--- config.mk ---
export PLATFORM = sky130hd
export DESIGN_NAME = rttc_back_flat
export DESIGN_NICKNAME = d
export VERILOG_FILES = /design/src/sv/raster_to_tiled_texture_converter_assert.svh /design/src/sv/rttc_pkg.sv /design/src/sv/rttc_tile_if.sv /design/src/sv/rttc_back.sv /design/src/flat_wrapper.sv
export SDC_FILE = /design/constraint.sdc
export NUM_CORES = 1
export LEC_CHECK = 0
export ABC_CLOCK_PERIOD_IN_PS = 2430
export BUFFER_PORTS_ARGS = -buffer_cell sky130_fd_sc_hd__buf_4
export CAP_MARGIN = 5
export CORE_MARGIN = 2
export CORE_UTILIZATION = 50
export DETAILED_ROUTE_END_ITERATION = 16
export PLACE_DENSITY = 0.75
export SYNTH_ARGS = -nofsm -noshare
export SYNTH_HDL_FRONTEND = slang
export SYNTH_SLANG_ARGS = --single-unit
export TNS_END_PERCENT = 30
--- constraint.sdc ---
create_clock -name clk_i -period 2.43 [get_ports clk_i]
set_input_delay 0.1215 -clock clk_i [delete_from_list [all_inputs] [get_ports clk_i]]
set_output_delay 0.1215 -clock clk_i [all_outputs]
set_load 0.02 [all_outputs]
--- src/sv/raster_to_tiled_texture_converter_assert.svh ---
// Assertion helpers shared by the converter RTL.
// Every check is clocked on clk_i and masked while rst_ni is low.
`ifndef RASTER_TO_TILED_TEXTURE_CONVERTER_ASSERT_SVH
`define RASTER_TO_TILED_TEXTURE_CONVERTER_ASSERT_SVH

// Flag a condition that must never be seen.
`define RTTC_ASSERT_NEVER(lbl, cond) \
  lbl: assert property (@(posedge clk_i) disable iff (!rst_ni) !(cond)) \
    else $error("rttc: forbidden condition");

// Flag a consequent that does not hold in the same cycle as its antecedent.
`define RTTC_ASSERT_IMPL(lbl, ante, cons) \
  lbl: assert property (@(posedge clk_i) disable iff (!rst_ni) (ante) |-> (cons)) \
    else $error("rttc: implication failed");

`endif

--- src/sv/rttc_pkg.sv ---
`default_nettype none

package rttc_pkg;

  localparam int unsigned MAX_WIDTH_DEF = 1024;
  localparam int unsigned TILE_SIDE     = 4;
  localparam int unsigned DIM_W         = 11;
  localparam int unsigned BYTE_W        = 8;
  localparam int unsigned PIX_W         = 3 * BYTE_W;
  localparam int unsigned PAIR_W        = 2 * BYTE_W;
  localparam int unsigned WORD_W        = TILE_SIDE * PAIR_W;
  localparam int unsigned CFG_IDX_W     = 2;
  // tile column index, wide enough for the largest supported line width
  localparam int unsigned TIDX_W        = 10;
  localparam int unsigned ROW_SEL_W     = $clog2(TILE_SIDE);
  localparam int unsigned LANE_W        = $clog2(TILE_SIDE);
  localparam int unsigned WORD_CNT_W    = 3;
  localparam int unsigned JOBQ_DEPTH    = 2;
  localparam int unsigned OUTQ_DEPTH    = 4;

  localparam logic [ROW_SEL_W-1:0]  LAST_ROW       = ROW_SEL_W'(TILE_SIDE - 1);
  localparam logic [LANE_W-1:0]     LAST_LANE      = LANE_W'(TILE_SIDE - 1);
  localparam logic [WORD_CNT_W-1:0] LAST_WORD_RGBA = WORD_CNT_W'(2 * TILE_SIDE - 1);
  localparam logic [WORD_CNT_W-1:0] LAST_WORD_5A3  = WORD_CNT_W'(TILE_SIDE - 1);
  localparam logic [BYTE_W-1:0]     ALPHA_OPAQUE   = 8'hFF;

  typedef enum logic [CFG_IDX_W-1:0] {
    REG_IMAGE_WIDTH  = 2'd0,
    REG_IMAGE_HEIGHT = 2'd1,
    REG_PIXEL_FORMAT = 2'd2
  } cfg_reg_e;

  typedef enum logic {
    FMT_RGBA8  = 1'b0,
    FMT_RGB5A3 = 1'b1
  } pix_fmt_e;

  // one finished tile waiting for readout
  typedef struct packed {
    logic [TIDX_W-1:0] tidx;
    pix_fmt_e          fmt;
    logic              last_tile;
  } tile_job_t;

  // line store write request
  typedef struct packed {
    logic                 en;
    logic [ROW_SEL_W-1:0] row;
    logic [TIDX_W-1:0]    tidx;
    logic [LANE_W-1:0]    lane;
    logic [PIX_W-1:0]     pix;
  } store_wr_t;

  typedef struct packed {
    logic push;
    logic full;
    logic empty;
  } jobq_stat_t;

  typedef struct packed {
    logic [WORD_W-1:0] word;
    logic              tile_end;
    logic              frame_end;
  } out_item_t;

  // Build the 16-bit pair that one pixel contributes to a tile word.
  function automatic logic [PAIR_W-1:0] pack_pair(input logic [PIX_W-1:0] px,
                                                   input pix_fmt_e fmt,
                                                   input logic color_half);
    logic [BYTE_W-1:0] b0;
    logic [BYTE_W-1:0] b1;
    logic [BYTE_W-1:0] b2;
    logic [PAIR_W-1:0] pair;
    b0 = px[BYTE_W-1:0];
    b1 = px[2*BYTE_W-1:BYTE_W];
    b2 = px[3*BYTE_W-1:2*BYTE_W];
    if (fmt == FMT_RGB5A3) begin
      pair = {1'b1, b1[BYTE_W-2:0], b0};
    end else if (!color_half) begin
      pair = {ALPHA_OPAQUE, b2};
    end else begin
      pair = {b1, b0};
    end
    return pair;
  endfunction

endpackage

`default_nettype wire

--- src/sv/rttc_tile_if.sv ---
`default_nettype none

interface rttc_tile_if;
  import rttc_pkg::*;

  logic              valid;
  logic              ready;
  logic [WORD_W-1:0] tile_word;
  logic              tile_end;
  logic              frame_end;

  modport source (output valid, tile_word, tile_end, frame_end, input ready);
  modport sink   (input valid, tile_word, tile_end, frame_end, output ready);
endinterface

`default_nettype wire

--- src/sv/rttc_back.sv ---
`default_nettype none

module rttc_back (
  input  logic                                           clk_i,
  input  logic                                           rst_ni,
  input  rttc_pkg::tile_job_t                            job_i,
  input  logic                                           job_empty_i,
  output logic                                           job_pop_o,
  output logic                                           busy_o,
  output logic                                           rd_en_o,
  output logic [rttc_pkg::ROW_SEL_W-1:0]                 rd_row_o,
  output logic [rttc_pkg::TIDX_W-1:0]                    rd_tidx_o,
  input  logic [rttc_pkg::TILE_SIDE*rttc_pkg::PIX_W-1:0] rd_data_i,
  rttc_tile_if.source                                    tile_o
);
  import rttc_pkg::*;

  localparam int unsigned QPtrW = $clog2(OUTQ_DEPTH);
  localparam int unsigned QCntW = $clog2(OUTQ_DEPTH + 1);

  logic                  active_q;
  tile_job_t             job_q;
  logic [WORD_CNT_W-1:0] k_q;

  logic                  rd_valid_q;
  logic [WORD_CNT_W-1:0] rd_k_q;
  pix_fmt_e              rd_fmt_q;
  logic                  rd_tend_q, rd_fend_q;

  out_item_t             outq_q [OUTQ_DEPTH];
  logic [QPtrW-1:0]      wr_ptr_q, rd_ptr_q;
  logic [QCntW-1:0]      cnt_q;

  logic [WORD_CNT_W-1:0] words_last;
  logic                  credit_ok, issue, issue_last, out_pop;
  out_item_t             fmt_item;

  // issue one line store read per word while output space is reserved
  assign words_last = (job_q.fmt == FMT_RGB5A3) ? LAST_WORD_5A3 : LAST_WORD_RGBA;
  assign credit_ok  = (QCntW'(cnt_q) + QCntW'(rd_valid_q)) < QCntW'(OUTQ_DEPTH);
  assign issue      = active_q && credit_ok;
  assign issue_last = issue && (k_q == words_last);
  assign job_pop_o  = !job_empty_i && (!active_q || issue_last);
  assign busy_o     = active_q;

  assign rd_en_o    = issue;
  assign rd_row_o   = k_q[ROW_SEL_W-1:0];
  assign rd_tidx_o  = job_q.tidx;

  // walk the words of the current tile
  always_ff @(posedge clk_i or negedge rst_ni) begin
    if (!rst_ni) begin
      active_q   <= 1'b0;
      k_q        <= '0;
      rd_valid_q <= 1'b0;
    end else begin
      rd_valid_q <= issue;
      if (job_pop_o) begin
        active_q <= 1'b1;
        k_q      <= '0;
      end else if (issue_last) begin
        active_q <= 1'b0;
      end else if (issue) begin
        k_q <= k_q + WORD_CNT_W'(1);
      end
    end
  end

  // carry word attributes alongside the read
  always_ff @(posedge clk_i) begin
    if (job_pop_o) begin
      job_q <= job_i;
    end
    if (issue) begin
      rd_k_q    <= k_q;
      rd_fmt_q  <= job_q.fmt;
      rd_tend_q <= issue_last;
      rd_fend_q <= issue_last && job_q.last_tile;
    end
  end

  // pack the tile row into a 64-bit word
  always_comb begin
    fmt_item.tile_end  = rd_tend_q;
    fmt_item.frame_end = rd_fend_q;
    for (int x = 0; x < TILE_SIDE; x++) begin
      fmt_item.word[(TILE_SIDE - x)*PAIR_W-1 -: PAIR_W] =
        pack_pair(rd_data_i[(TILE_SIDE - x)*PIX_W-1 -: PIX_W], rd_fmt_q,
                  rd_k_q[WORD_CNT_W-1]);
    end
  end

  // output queue decouples the read pipe from the consumer
  assign out_pop          = tile_o.valid && tile_o.ready;
  assign tile_o.valid     = cnt_q != '0;
  assign tile_o.tile_word = outq_q[rd_ptr_q].word;
  assign tile_o.tile_end  = outq_q[rd_ptr_q].tile_end;
  assign tile_o.frame_end = outq_q[rd_ptr_q].frame_end;

  always_ff @(posedge clk_i) begin
    if (rd_valid_q) begin
      outq_q[wr_ptr_q] <= fmt_item;
    end
  end

  always_ff @(posedge clk_i or negedge rst_ni) begin
    if (!rst_ni) begin
      wr_ptr_q <= '0;
      rd_ptr_q <= '0;
      cnt_q    <= '0;
    end else begin
      if (rd_valid_q) begin
        wr_ptr_q <= wr_ptr_q + QPtrW'(1);
      end
      if (out_pop) begin
        rd_ptr_q <= rd_ptr_q + QPtrW'(1);
      end
      case ({rd_valid_q, out_pop})
        2'b10:   cnt_q <= cnt_q + QCntW'(1);
        2'b01:   cnt_q <= cnt_q - QCntW'(1);
        default: cnt_q <= cnt_q;
      endcase
    end
  end

endmodule

`default_nettype wire

--- src/flat_wrapper.sv ---
// flat-port wrapper written by rule: the top's interface ports become plain ports
module rttc_back_flat import rttc_pkg::*;
  (clk_i, rst_ni, job_i, job_empty_i, job_pop_o, busy_o, rd_en_o, rd_row_o, rd_tidx_o, rd_data_i, tile_o_valid, tile_o_tile_word, tile_o_tile_end, tile_o_frame_end, tile_o_ready);
  rttc_tile_if tile_o_i ();
  input  logic clk_i;
  input  logic rst_ni;
  input  rttc_pkg::tile_job_t job_i;
  input  logic job_empty_i;
  output logic job_pop_o;
  output logic busy_o;
  output logic rd_en_o;
  output logic [rttc_pkg::ROW_SEL_W-1:0] rd_row_o;
  output logic [rttc_pkg::TIDX_W-1:0] rd_tidx_o;
  input  logic [rttc_pkg::TILE_SIDE*rttc_pkg::PIX_W-1:0] rd_data_i;
  output wire logic [$bits(tile_o_i.valid)-1:0] tile_o_valid;
  output wire logic [$bits(tile_o_i.tile_word)-1:0] tile_o_tile_word;
  output wire logic [$bits(tile_o_i.tile_end)-1:0] tile_o_tile_end;
  output wire logic [$bits(tile_o_i.frame_end)-1:0] tile_o_frame_end;
  input wire logic [$bits(tile_o_i.ready)-1:0] tile_o_ready;
  assign tile_o_valid = tile_o_i.valid;
  assign tile_o_tile_word = tile_o_i.tile_word;
  assign tile_o_tile_end = tile_o_i.tile_end;
  assign tile_o_frame_end = tile_o_i.frame_end;
  assign tile_o_i.ready = tile_o_ready;
  rttc_back u_core (.clk_i(clk_i), .rst_ni(rst_ni), .job_i(job_i), .job_empty_i(job_empty_i), .job_pop_o(job_pop_o), .busy_o(busy_o), .rd_en_o(rd_en_o), .rd_row_o(rd_row_o), .rd_tidx_o(rd_tidx_o), .rd_data_i(rd_data_i), .tile_o(tile_o_i));
endmodule
==> summary.md, run 1 <==
| Metric | Value |
|---|---|
| Tightest Pin Transition | 0.588 ns |
| Number of synthesized flops with an enable pin | 280 |
| Max Clk Rate | 0.439 GHz |
| Post-route setup slack | 0.154 ns |
| Max Cap Viol | 0 |
| H-tree levels | 1 |
| Setup TNS | 0 ns |
| Number of distinct library cells after synthesis | 35 |
| Cells traversed along the worst timing path | buf_4 -> mux4_2 -> buf_4 |
| Critical Path Most Common Cell | buf_4 |
| Status | finished, final reports clean |
| Area leader, netlist | edfxtp_1 |
| # DRC | 0 |
| Worst relative slew slack | 0.606 |
| CTS tree | yes |
| Synth cell count leaders | edfxtp_1 (280), mux4_2 (66), mux2_2 (32) |
| Pwr Total | 20.6 mW |
| Die area | 24100 sq um |
| Synth top area share | 0.736 |
| Pin count of the biggest net entering global routing | 40 |
| Final-stage net count | 959 |
| CTS clk-pin slew, worst paths | 0.06 ns |
| # diodes | 0 |
| Detail Route Antenna Nets | 0 |
| Hold Path Origin | job_i[9] |
| Slew Viols, Final | 0 |
| Max stage delay on crit path | 0.76 ns |
| CTS Buf Count | 30 |
| # rows | 55 |
| Count leader, synth | edfxtp_1 |
| Syn Std Cell Area | 11400 sq um |
| Tot GR Track Use | 0.202 |
| Top post-synthesis cells by area | edfxtp_1 (74%), mux4_2 (13%), mux2_2 (3.2%) |
| Final Wtd Congestion | 0.804 |
| DRT Pass-1 Iters | 4 |
| Arr. time, crit path | 2.15 ns |
| R2R Path End | u_core.outq_q[2][7] |
| Clock tree sinks | 292 |
| Number of antenna violations at the first check in global routing | 0 |
| Avg Cell Area, Syn | 22.1 sq um |
| Syn_nets | 636 |
| Buffers on Ports | 193 |
| Syn-to-layout area delta | 35.8% |
| CP max stage cell | dfrtp_4 |
| Final period utilization | 0.937 |
| Grt total ovfl | 0 |
| Worst reg-to-reg setup slack | 0.18 ns |
| Hold Crit Class | in2reg |
| Yosys reg bits | 292 |
| WL final | 24100 um |
| Die X | 155 um |
| Maximum vdd drop | 0.823 mV |
| Die Y | 155 um |
| Vias in the first global route | 6855 |
| Wire length per cell | 20.9 um |
| Vias per cell | 5.38 |
| Worst reg2reg startpoint | u_core.rd_k_q[2] |
| # IOs | 194 |
| Skew-Pair Late Insertion Delay | 0.53 ns |
| Post-place setup slack | 0.442 ns |
| Post-synthesis async set-or-reset flop share | 0.0411 |
| Minimum period implied by the final worst setup slack | 2.28 ns |
| Hold endpoint | u_core.rd_tidx_o[7] |
| Worst Hold Depth | 2 |
| RSZ-0062 raised after global routing | false |
| Starting DRT DRC Count | 389 |
| Longest Clk Path Bufs | 3 |
| CTS Root Cell | clkbuf_16 |
| Mapped Cells | 517 |
| Worst setup EP type | output port |
| First-pass GRT wire length | 37300 um |
| Leakage | 5.62 nW |
| Ys Warns | 0 |
| Worst-path maximum fanout | 31 |
| Critical path type | reg2out |
| Worst R2R Path Depth | 4 |
| Floorplan core area | 22500 sq um |
| Clock skew | 0.0116 ns |
| Layout cells sized above 1 | 0.461 |
| Final Hold Viols | 0 |
| Pwr dens | 1330 nW/um^2 |
| Setup violations, final | 0 |
| Main synth FF type | edfxtp_1 |
| DP Wirelength | 14300 um |
| Worst endpoint required time | 2.31 ns |
| Initial Util | 0.508 |
| Startpoint Class | flip-flop |
| Via Count | 6181 |
| Seq/Total Area, Yosys | 0.762 |
[sequential cells by signal, indices dropped and copies added (netlist names)]
signal / cells
u_core.busy_o: 1
u_core.cnt_q: 3
u_core.job_q: 2
u_core.k_q: 3
u_core.outq_q: 264
u_core.rd_fend_q: 1
u_core.rd_fmt_q: 1
u_core.rd_k_q: 1
u_core.rd_ptr_q: 2
u_core.rd_tend_q: 1
u_core.rd_tidx_o: 10
u_core.rd_valid_q: 1
u_core.wr_ptr_q: 2
[how the worst max path moves through the flow]
stage / start / end / slack (ns) / depth (start not counted)
after floorplan: u_core.rd_valid_q / u_core.job_q[0] / 0.22 / 5
after global placement: u_core.cnt_q[0] / u_core.cnt_q[2] / 0.55 / 8
after detailed placement: u_core.cnt_q[0] / u_core.cnt_q[2] / 0.44 / 8
after CTS: u_core.rd_ptr_q[0] / tile_o_tile_word[8] / 0.01 / 3
after global routing: u_core.rd_ptr_q[0] / tile_o_tile_word[61] / 0.07 / 3
final: u_core.rd_ptr_q[1] / tile_o_tile_word[8] / 0.15 / 3
[placed cells by master, fill, tap and decap left out, drive strengths merged, types with 3 or more instances in the layout]
master         n
nand2          5
dlygate4sd3  112
bufinv         7
o21ai          3
buf          213
or2           28
clkbuf        43
edfxtp       280
clkinv         6
mux4          66
and2           6
a21oi          4
mux2          32
ha             6
xnor2          3
inv            9
xor2           5
nor2           3
nand2b         5
dfrtp         12
mux2i          3
[critical path: cells and delay by family (launching register included)]
kind | cells | cell delay [ns]
DFF | 1 | 0.76
buffers and inverters | 2 | 0.50
muxes | 1 | 0.35
[cell families (layout without fill, tap and decap cells)]
kind of cell / after synthesis / after routing / synth area share
and+or+nand+nor: 56 / 56 / 0.0301
xor gates and xnor gates: 8 / 8 / 0.00613
adders and majority gates: 7 / 7 / 0.00832
DFF: 292 / 292 / 0.762
AOI/OAI and AO/OA: 10 / 10 / 0.00504
buffers and inverters: 43 / 390 / 0.0229
muxes: 101 / 101 / 0.165
[layer usage]
layer	part of all wire	wire, um	track usage	vias to the layer above
li1	-	-	-	2741
met1	0.40	9540	0.252	3227
met2	0.54	13000	0.372	192
met3	0.053	1260	0.0357	21
met4	0.011	270	0.0415	0
met5	0	0	0	-
[area by class of cell]
class,instances,area (sq um)
flip-flops and latches,292,8720
clock buffers,43,871
fillers,1369,6990
inverters,9,33.8
repair buffers,325,2830
multi-input cells,182,2470
clock inverters,13,236
well taps,285,357
[report_power, final]
group          switching [mW]  total (mW)  internal [mW]
clock                    1.79        5.01           3.22
sequential              0.608        8.03           7.42
combinational            3.98        7.54           3.57
total                    6.38        20.6           14.2
[per-stage QoR]
stage	util	hold WS [ns]	cell area, sq um	cells
3_3_place_gp	0.590	-0.0316	13300	981
5_1_grt	0.690	0.293	15500	1149
3_5_place_dp	0.590	-0.0275	13300	981
6_report	0.690	0.308	15500	1149
4_1_cts	0.689	0.276	15500	1149
2_1_floorplan	-	-0.174	11400	517
[repair_timing]
item	4_1_cts	5_1_grt
setup endpoints to repair	0	98
gates resized for setup	0	3
setup buffers	0	0
endpoints found under the hold margin	285	0
hold buffers	112	0
(Power assumes the default switching activity.)
==> inputs of run 2 (changes only) <==
Settings changed: REMOVE_ABC_BUFFERS from default to 1, SETUP_SLACK_MARGIN from default to 0.3.
==> run 2 against run 1 <==
First-iteration DRC count fell by 7.7%; largest cell class unchanged; non-clock buffer count is 11 higher; wire length is 0.63% higher; clock power shrank 7.6%; via count grew 0.39%; global-route usage shrank 0.32 points; register-to-register slack better by 0.27 ns; cell count up 0.78%; hold slack got worse by 0.014 ns; setup slack improved by 0.11 ns; critical path type unchanged; clock skew increased by 0.0084 ns.
==> summary.md, run 2 (synthesized netlist as in run 1, its figures left out) <==
| Metric | Value |
|---|---|
| Status | finished, final reports clean (unchanged) |
| Final-stage net count | 970 (was 959) |
| # IOs | 194 (unchanged) |
| Placed Cells | 977 (was 981) |
| Startpoint Class | flip-flop (unchanged) |
| First-pass GRT wire length | 36700 um (was 37300 um) |
| Most frequent cells in the layout | edfxtp_1 (280), buf_4 (211), dlygate4sd3_1 (112) (was edfxtp_1 (280), buf_4 (203), dlygate4sd3_1 (112)) |
| Critical path type | reg2out (unchanged) |
| Pwr dens | 1310 nW/um^2 (was 1330 nW/um^2) |
| Floorplan core area | 22500 sq um (unchanged) |
| Largest Register | u_core.outq_q (unchanged) |
| Arr. time, crit path | 2.05 ns (was 2.15 ns) |
| Via Count | 6205 (was 6181) |
| Vias per cell | 5.36 (was 5.38) |
| Initial Util | 0.508 (unchanged) |
| Wire length per cell | 20.9 um (about the same) |
| Syn-to-layout area delta | 36.5% (was 35.8%) |
| Clock skew | 0.0200 ns (was 0.0116 ns) |
| Hold endpoint | u_core.job_q[1] (was u_core.rd_tidx_o[7]) |
| CTS Buf Count | 30 (unchanged) |
| RSZ-0062 raised after global routing | true (was false) |
| Die X | 155 um (unchanged) |
| M1 GR Usage | 0.253 (was 0.252) |
| DP Wirelength | 13600 um (was 14300 um) |
| Internal | 13.9 mW (was 14.2 mW) |
| Worst reg-to-reg setup slack | 0.45 ns (was 0.18 ns) |
| Combinational Power Share | 0.387 (was 0.366) |
| Final Hold Viols | 0 (unchanged) |
| Maximum vdd drop | 0.693 mV (was 0.823 mV) |
| Layout fillers | 1359 (was 1369) |
| Max Cap Viol | 0 (unchanged) |
| Final period utilization | 0.893 (was 0.937) |
| Worst R2R Path Depth | 6 (was 4) |
| Hold Crit Class | in2reg (unchanged) |
| Number of antenna violations at the first check in global routing | 0 (unchanged) |
| GR Layer Usage met3 | 0.0451 (was 0.0357) |
| Worst endpoint required time | 2.31 ns (about the same) |
| Skew-Pair Late Insertion Delay | 0.55 ns (was 0.53 ns) |
| GRT busiest layer | met2 (unchanged) |
| Switch share | 0.319 (was 0.310) |
| Hold Path Origin | job_i[1] (was job_i[9]) |
| Worst-path maximum fanout | 4 (was 31) |
| R2R Path End | u_core.cnt_q[1] (was u_core.outq_q[2][7]) |
| Max Clk Rate | 0.461 GHz (was 0.439 GHz) |
| Final Wtd Congestion | 0.826 (was 0.804) |
| Clock share of power | 0.227 (was 0.243) |
| Starting DRT DRC Count | 359 (was 389) |
| WL final | 24200 um (was 24100 um) |
| Layout cells sized above 1 | 0.467 (was 0.461) |
| Worst Hold Depth | 2 (unchanged) |
| Net switching power | 6.50 mW (was 6.38 mW) |
| Die area | 24100 sq um (unchanged) |
| Pin count of the biggest net entering global routing | 44 (was 40) |
| M2 GR Usage | 0.354 (was 0.372) |
| Clock tree sinks | 292 (unchanged) |
| Sequential Power Share | 0.386 (was 0.390) |
| Detail Route Antenna Nets | 0 (unchanged) |
| CTS Root Cell | clkbuf_16 (unchanged) |
| Grt total ovfl | 0 (unchanged) |
| # DRC | 0 (unchanged) |
| Layout Cells excl Fill | 1158 (was 1149) |
| Tightest Pin Transition | 0.589 ns (was 0.588 ns) |
| Setup violations, final | 0 (unchanged) |
| Worst reg2reg startpoint | u_core.cnt_q[1] (was u_core.rd_k_q[2]) |
| # rows | 55 (unchanged) |
| Buffers on Ports | 193 (unchanged) |
| CTS clk-pin slew, worst paths | 0.07 ns (was 0.06 ns) |
| CTS tree | yes (unchanged) |
| DRT Pass-1 Iters | 4 (unchanged) |
| Most common cell after layout, fill and taps aside | edfxtp_1 (unchanged) |
| Max reg flops | 264 (unchanged) |
| H-tree levels | 1 (unchanged) |
| Slew Viols, Final | 0 (unchanged) |
| Worst setup EP type | output port (unchanged) |
| Minimum period implied by the final worst setup slack | 2.17 ns (was 2.28 ns) |
| Leakage | 5.64 nW (was 5.62 nW) |
| Vias in the first global route | 6903 (was 6855) |
| # diodes | 0 (unchanged) |
| Pwr Total | 20.4 mW (was 20.6 mW) |
| Longest Clk Path Bufs | 3 (unchanged) |
| Die Y | 155 um (unchanged) |
| Worst relative slew slack | 0.606 (about the same) |
| Tot GR Track Use | 0.198 (was 0.202) |
[run 2: cell types whose count changed in the layout (fill, tap and decap cells not counted), moves of 2 or more]
| cell | change |
|---|---|
| clkbuf_1 | -4 |
| buf_6 | -2 |
| buf_4 | +8 |
| bufinv_16 | -2 |
| clkinvlp_4 | +4 |
| clkbuf_8 | -5 |
| clkinv_1 | +3 |
| buf_16 | +4 |
[run 2: power by group through the flow]
stage                     sequential (mW)  combinational [mW]  clock (mW)
after floorplan                      8.24                4.14           0
after global placement               7.94                7.11           0
after detailed placement             8.07                7.27           0
after CTS                            7.88                7.86        4.72
after global routing                 7.98                8.41        4.92
final                                7.87                7.90        4.63
[run 2: repair_timing]
action                                  in CTS  in global routing
hold buffers                               112                  0
buffers inserted                             7                  5
gates cloned                                 2                  1
gates resized for setup                      7                  2
endpoints found under the hold margin      285                  0
endpoints found under the setup margin      61                 65
pin swaps                                    0                  1
[run 2: layout make-up]
| type | count | area (sq um) | area share |
|---|---|---|---|
| Inverter | 9 | 33.8 | 0.00217 |
| Sequential cell | 292 | 8720 | 0.559 |
| Tap cell | 285 | 357 | 0.0229 |
| Clock inverter | 21 | 248 | 0.0159 |
| Clock buffer | 33 | 762 | 0.0489 |
| Multi-Input combinational cell | 182 | 2470 | 0.159 |
| Timing Repair Buffer | 336 | 3000 | 0.192 |
[run 2: metal layers]
| metal | part of all wire | wire length (um) |
|---|---|---|
| met4 | 0.017 | 405 |
| met2 | 0.51 | 12500 |
| met1 | 0.39 | 9570 |
| met5 | 0 | 0 |
| met3 | 0.073 | 1780 |
[run 2: worst max-delay path, stage by stage, from the launching register on]
cell,delay [ns]
dfrtp_1,0.39
and3_4,0.24
mux2i_4,0.29
nand3_2,0.15
a21oi_2,0.18
buf_4,0.13
buf_4,0.13
[run 2: per-stage QoR]
| stage | area, sq um | hold WS, ns | utilization | setup TNS [ns] | worst slack, ns |
|---|---|---|---|---|---|
| after CTS | 15500 | 0.260 | 0.690 | 0 | 0.232 |
| after floorplan | 11200 | -0.174 | - | -190.39 | -1.09 |
| after global routing | 15600 | 0.274 | 0.693 | 0 | 0.187 |
| final | 15600 | 0.294 | 0.693 | 0 | 0.261 |
| after detailed placement | 13200 | -0.0277 | 0.589 | 0 | 0.412 |
| after global placement | 13200 | -0.0334 | 0.589 | 0 | 0.510 |
[run 2: worst max path at each step]
stage / endpoint / cells after the start / start / slack (ns)
6_report: job_pop_o / 6 / u_core.cnt_q[0] / 0.26
3_3_place_gp: u_core.rd_tidx_o[9] / 5 / u_core.rd_valid_q / 0.51
2_1_floorplan: tile_o_frame_end / 1 / u_core.rd_ptr_q[0] / -1.09
3_5_place_dp: u_core.rd_tidx_o[1] / 5 / u_core.rd_valid_q / 0.41
5_1_grt: job_pop_o / 6 / u_core.cnt_q[0] / 0.19
4_1_cts: tile_o_tile_word[40] / 4 / u_core.rd_ptr_q[0] / 0.23
==> inputs of run 3 (changes only) <==
Settings changed: REMOVE_ABC_BUFFERS 1 to default.
==> run 3 against run 2 <==
Clock power decreased by 6.5%; clock skew decreased by 0.013 ns; global-route usage increased by 0.27 points; first-iteration DRC count decreased by 14%; critical endpoint is now tile_o_tile_word[24]; clock-buffer cell count unchanged; utilization increased by 0.54 points; cell count increased by 0.17%; die area unchanged.
==> summary.md, run 3 (synthesized netlist as in run 1, its figures left out) <==
| Metric | Value |
|---|---|
| DRT Pass-1 Iters | 5 (was 4) |
| Grt total ovfl | 0 (unchanged) |
| Hold Path Origin | job_i[5] (was job_i[1]) |
| # diodes | 0 (unchanged) |
| Clock skew | 0.00745 ns (was 0.0200 ns) |
| Tightest Pin Transition | 0.679 ns (was 0.589 ns) |
| Critical path type | reg2out (unchanged) |
| Worst endpoint required time | 2.31 ns (about the same) |
| Arr. time, crit path | 2.12 ns (was 2.05 ns) |
| Maximum vdd drop | 0.736 mV (was 0.693 mV) |
| Worst Hold Depth | 2 (unchanged) |
| DP Wirelength | 13600 um (about the same) |
| Buffers on Ports | 193 (unchanged) |
| Max Clk Rate | 0.447 GHz (was 0.461 GHz) |
| Floorplan core area | 22500 sq um (unchanged) |
| Max Cap Viol | 0 (unchanged) |
| Placed instance area | 13300 sq um (was 13200 sq um) |
| Final-stage net count | 971 (was 970) |
| Cells traversed along the worst timing path | buf_12 -> buf_12 -> buf_16 -> mux4_2 -> buf_4 (was and3_4 -> mux2i_4 -> nand3_2 -> a21oi_2 -> buf_4 -> buf_4) |
| Status | finished, final reports clean (unchanged) |
| Worst reg-to-reg setup slack | 0.31 ns (was 0.45 ns) |
| Die X | 155 um (unchanged) |
| Longest Clk Path Bufs | 3 (unchanged) |
| Hold endpoint | u_core.rd_tidx_o[3] (was u_core.job_q[1]) |
| Starting DRT DRC Count | 307 (was 359) |
| # IOs | 194 (unchanged) |
| CTS Buf Count | 29 (was 30) |
| Register Area | 8720 sq um (about the same) |
| Leakage | 5.70 nW (was 5.64 nW) |
| First-pass GRT wire length | 36900 um (was 36700 um) |
| CTS tree | yes (unchanged) |
| Layout Cells excl Fill | 1160 (was 1158) |
| Skew-Pair Late Insertion Delay | 0.54 ns (was 0.55 ns) |
| # rows | 55 (unchanged) |
| Worst path top cell family by delay | buffers and inverters (was flip-flops) |
| CTS clk-pin slew, worst paths | 0.06 ns (was 0.07 ns) |
| Setup violations, final | 0 (unchanged) |
| Area of the multi-input gates | 2480 sq um (was 2470 sq um) |
| RSZ-0062 raised after global routing | true (unchanged) |
| Via Count | 6176 (was 6205) |
| Clock tree sinks | 292 (unchanged) |
| Placed Cells | 979 (was 977) |
| Worst R2R Path Depth | 4 (was 6) |
| Final Hold Viols | 0 (unchanged) |
| Fin area | 15700 sq um (was 15600 sq um) |
| Pwr Total | 20.7 mW (was 20.4 mW) |
| Worst reg2reg startpoint | u_core.rd_k_q[2] (was u_core.cnt_q[1]) |
| Layout fillers | 1378 (was 1359) |
| Tot GR Track Use | 0.201 (was 0.198) |
| Startpoint Class | flip-flop (unchanged) |
| Worst relative slew slack | 0.546 (was 0.606) |
| Wire length per cell | 21.4 um (was 20.9 um) |
| Setup TNS | 0 ns (unchanged) |
| Most common cell after layout, fill and taps aside | edfxtp_1 (unchanged) |
| Hold Crit Class | in2reg (unchanged) |
| Pwr dens | 1320 nW/um^2 (was 1310 nW/um^2) |
| Number of antenna violations at the first check in global routing | 1 (was 0) |
| CTS Root Cell | clkbuf_16 (unchanged) |
| Max stage delay on crit path | 0.52 ns (was 0.39 ns) |
| Pin count of the biggest net entering global routing | 65 (was 44) |
| Layout cells sized above 1 | 0.469 (was 0.467) |
| Buf/Inv on CP | 4 (was 2) |
| Die Y | 155 um (unchanged) |
| Largest Register | u_core.outq_q (unchanged) |
| H-tree levels | 1 (unchanged) |
| Worst-path maximum fanout | 6 (was 4) |
| Minimum period implied by the final worst setup slack | 2.24 ns (was 2.17 ns) |
| CP max stage cell | dfrtp_4 (was dfrtp_1) |
| WL final | 24800 um (was 24200 um) |
| Initial Util | 0.508 (unchanged) |
| Worst setup EP type | output port (unchanged) |
| Syn-to-layout area delta | 37.5% (was 36.5%) |
| Vias per cell | 5.32 (was 5.36) |
| Die area | 24100 sq um (unchanged) |
| Most frequent cells in the layout | edfxtp_1 (280), buf_4 (185), dlygate4sd3_1 (113) (was edfxtp_1 (280), buf_4 (211), dlygate4sd3_1 (112)) |
| Slew Viols, Final | 0 (unchanged) |
| R2R Path End | u_core.outq_q[3][6] (was u_core.cnt_q[1]) |
| Hold_ws | 0.308 ns (was 0.294 ns) |
| Detail Route Antenna Nets | 0 (unchanged) |
| Critical Path Most Common Cell | buf_12 (was buf_4) |
| Final Wtd Congestion | 0.797 (was 0.826) |
| # DRC | 0 (unchanged) |
| Max reg flops | 264 (unchanged) |
| Final period utilization | 0.921 (was 0.893) |
| Vias in the first global route | 6629 (was 6903) |
[run 3: how the worst max path moves through the flow]
stage                     cells past startpoint          startpoint                    to  slack [ns]
after floorplan                               5   u_core.rd_valid_q       u_core.job_q[0]        0.37
after global routing                          5  u_core.rd_ptr_q[0]  tile_o_tile_word[24]        0.14
after CTS                                     3  u_core.rd_ptr_q[0]  tile_o_tile_word[13]        0.15
after detailed placement                      8     u_core.cnt_q[0]       u_core.cnt_q[2]        0.40
after global placement                        8     u_core.cnt_q[0]       u_core.cnt_q[2]        0.55
final                                         5  u_core.rd_ptr_q[0]  tile_o_tile_word[24]        0.19
[run 3: what timing repair did]
action | in CTS | in global routing
setup endpoints to repair | 45 | 75
gates cloned | 3 | 4
hold endpoints to repair | 284 | 0
resized for setup | 2 | 22
pin swaps | 1 | 0
hold buffers | 113 | 0
setup buffers | 2 | 5
[run 3: power by group]
part / internal [mW] / switching [mW] / leakage (nW)
clock: 2.51 / 1.82 / 0.453
combinational: 4.13 / 4.39 / 2.57
sequential: 7.42 / 0.443 / 2.68
[run 3: stage by stage]
stage	util	setup WS, ns
after floorplan	-	0.374
after global placement	0.590	0.547
after detailed placement	0.590	0.401
after CTS	0.688	0.154
after global routing	0.698	0.139
final	0.698	0.191
[run 3: final cells by class]
class                      instances  share of cell area
clock inverter                    21              0.0121
multi-input combinational        182               0.158
tap                              285              0.0227
sequential                       292               0.555
inverter                           9             0.00215
clock buffer                      33              0.0471
timing repair buffer             338               0.203
[run 3: per-layer routing]
layer,part of all wire,vias up,GRT usage
met5,0.00052,-,0
met4,0.014,2,0.0415
met3,0.056,36,0.0440
met2,0.53,199,0.349
met1,0.40,3183,0.266
li1,-,2756,-
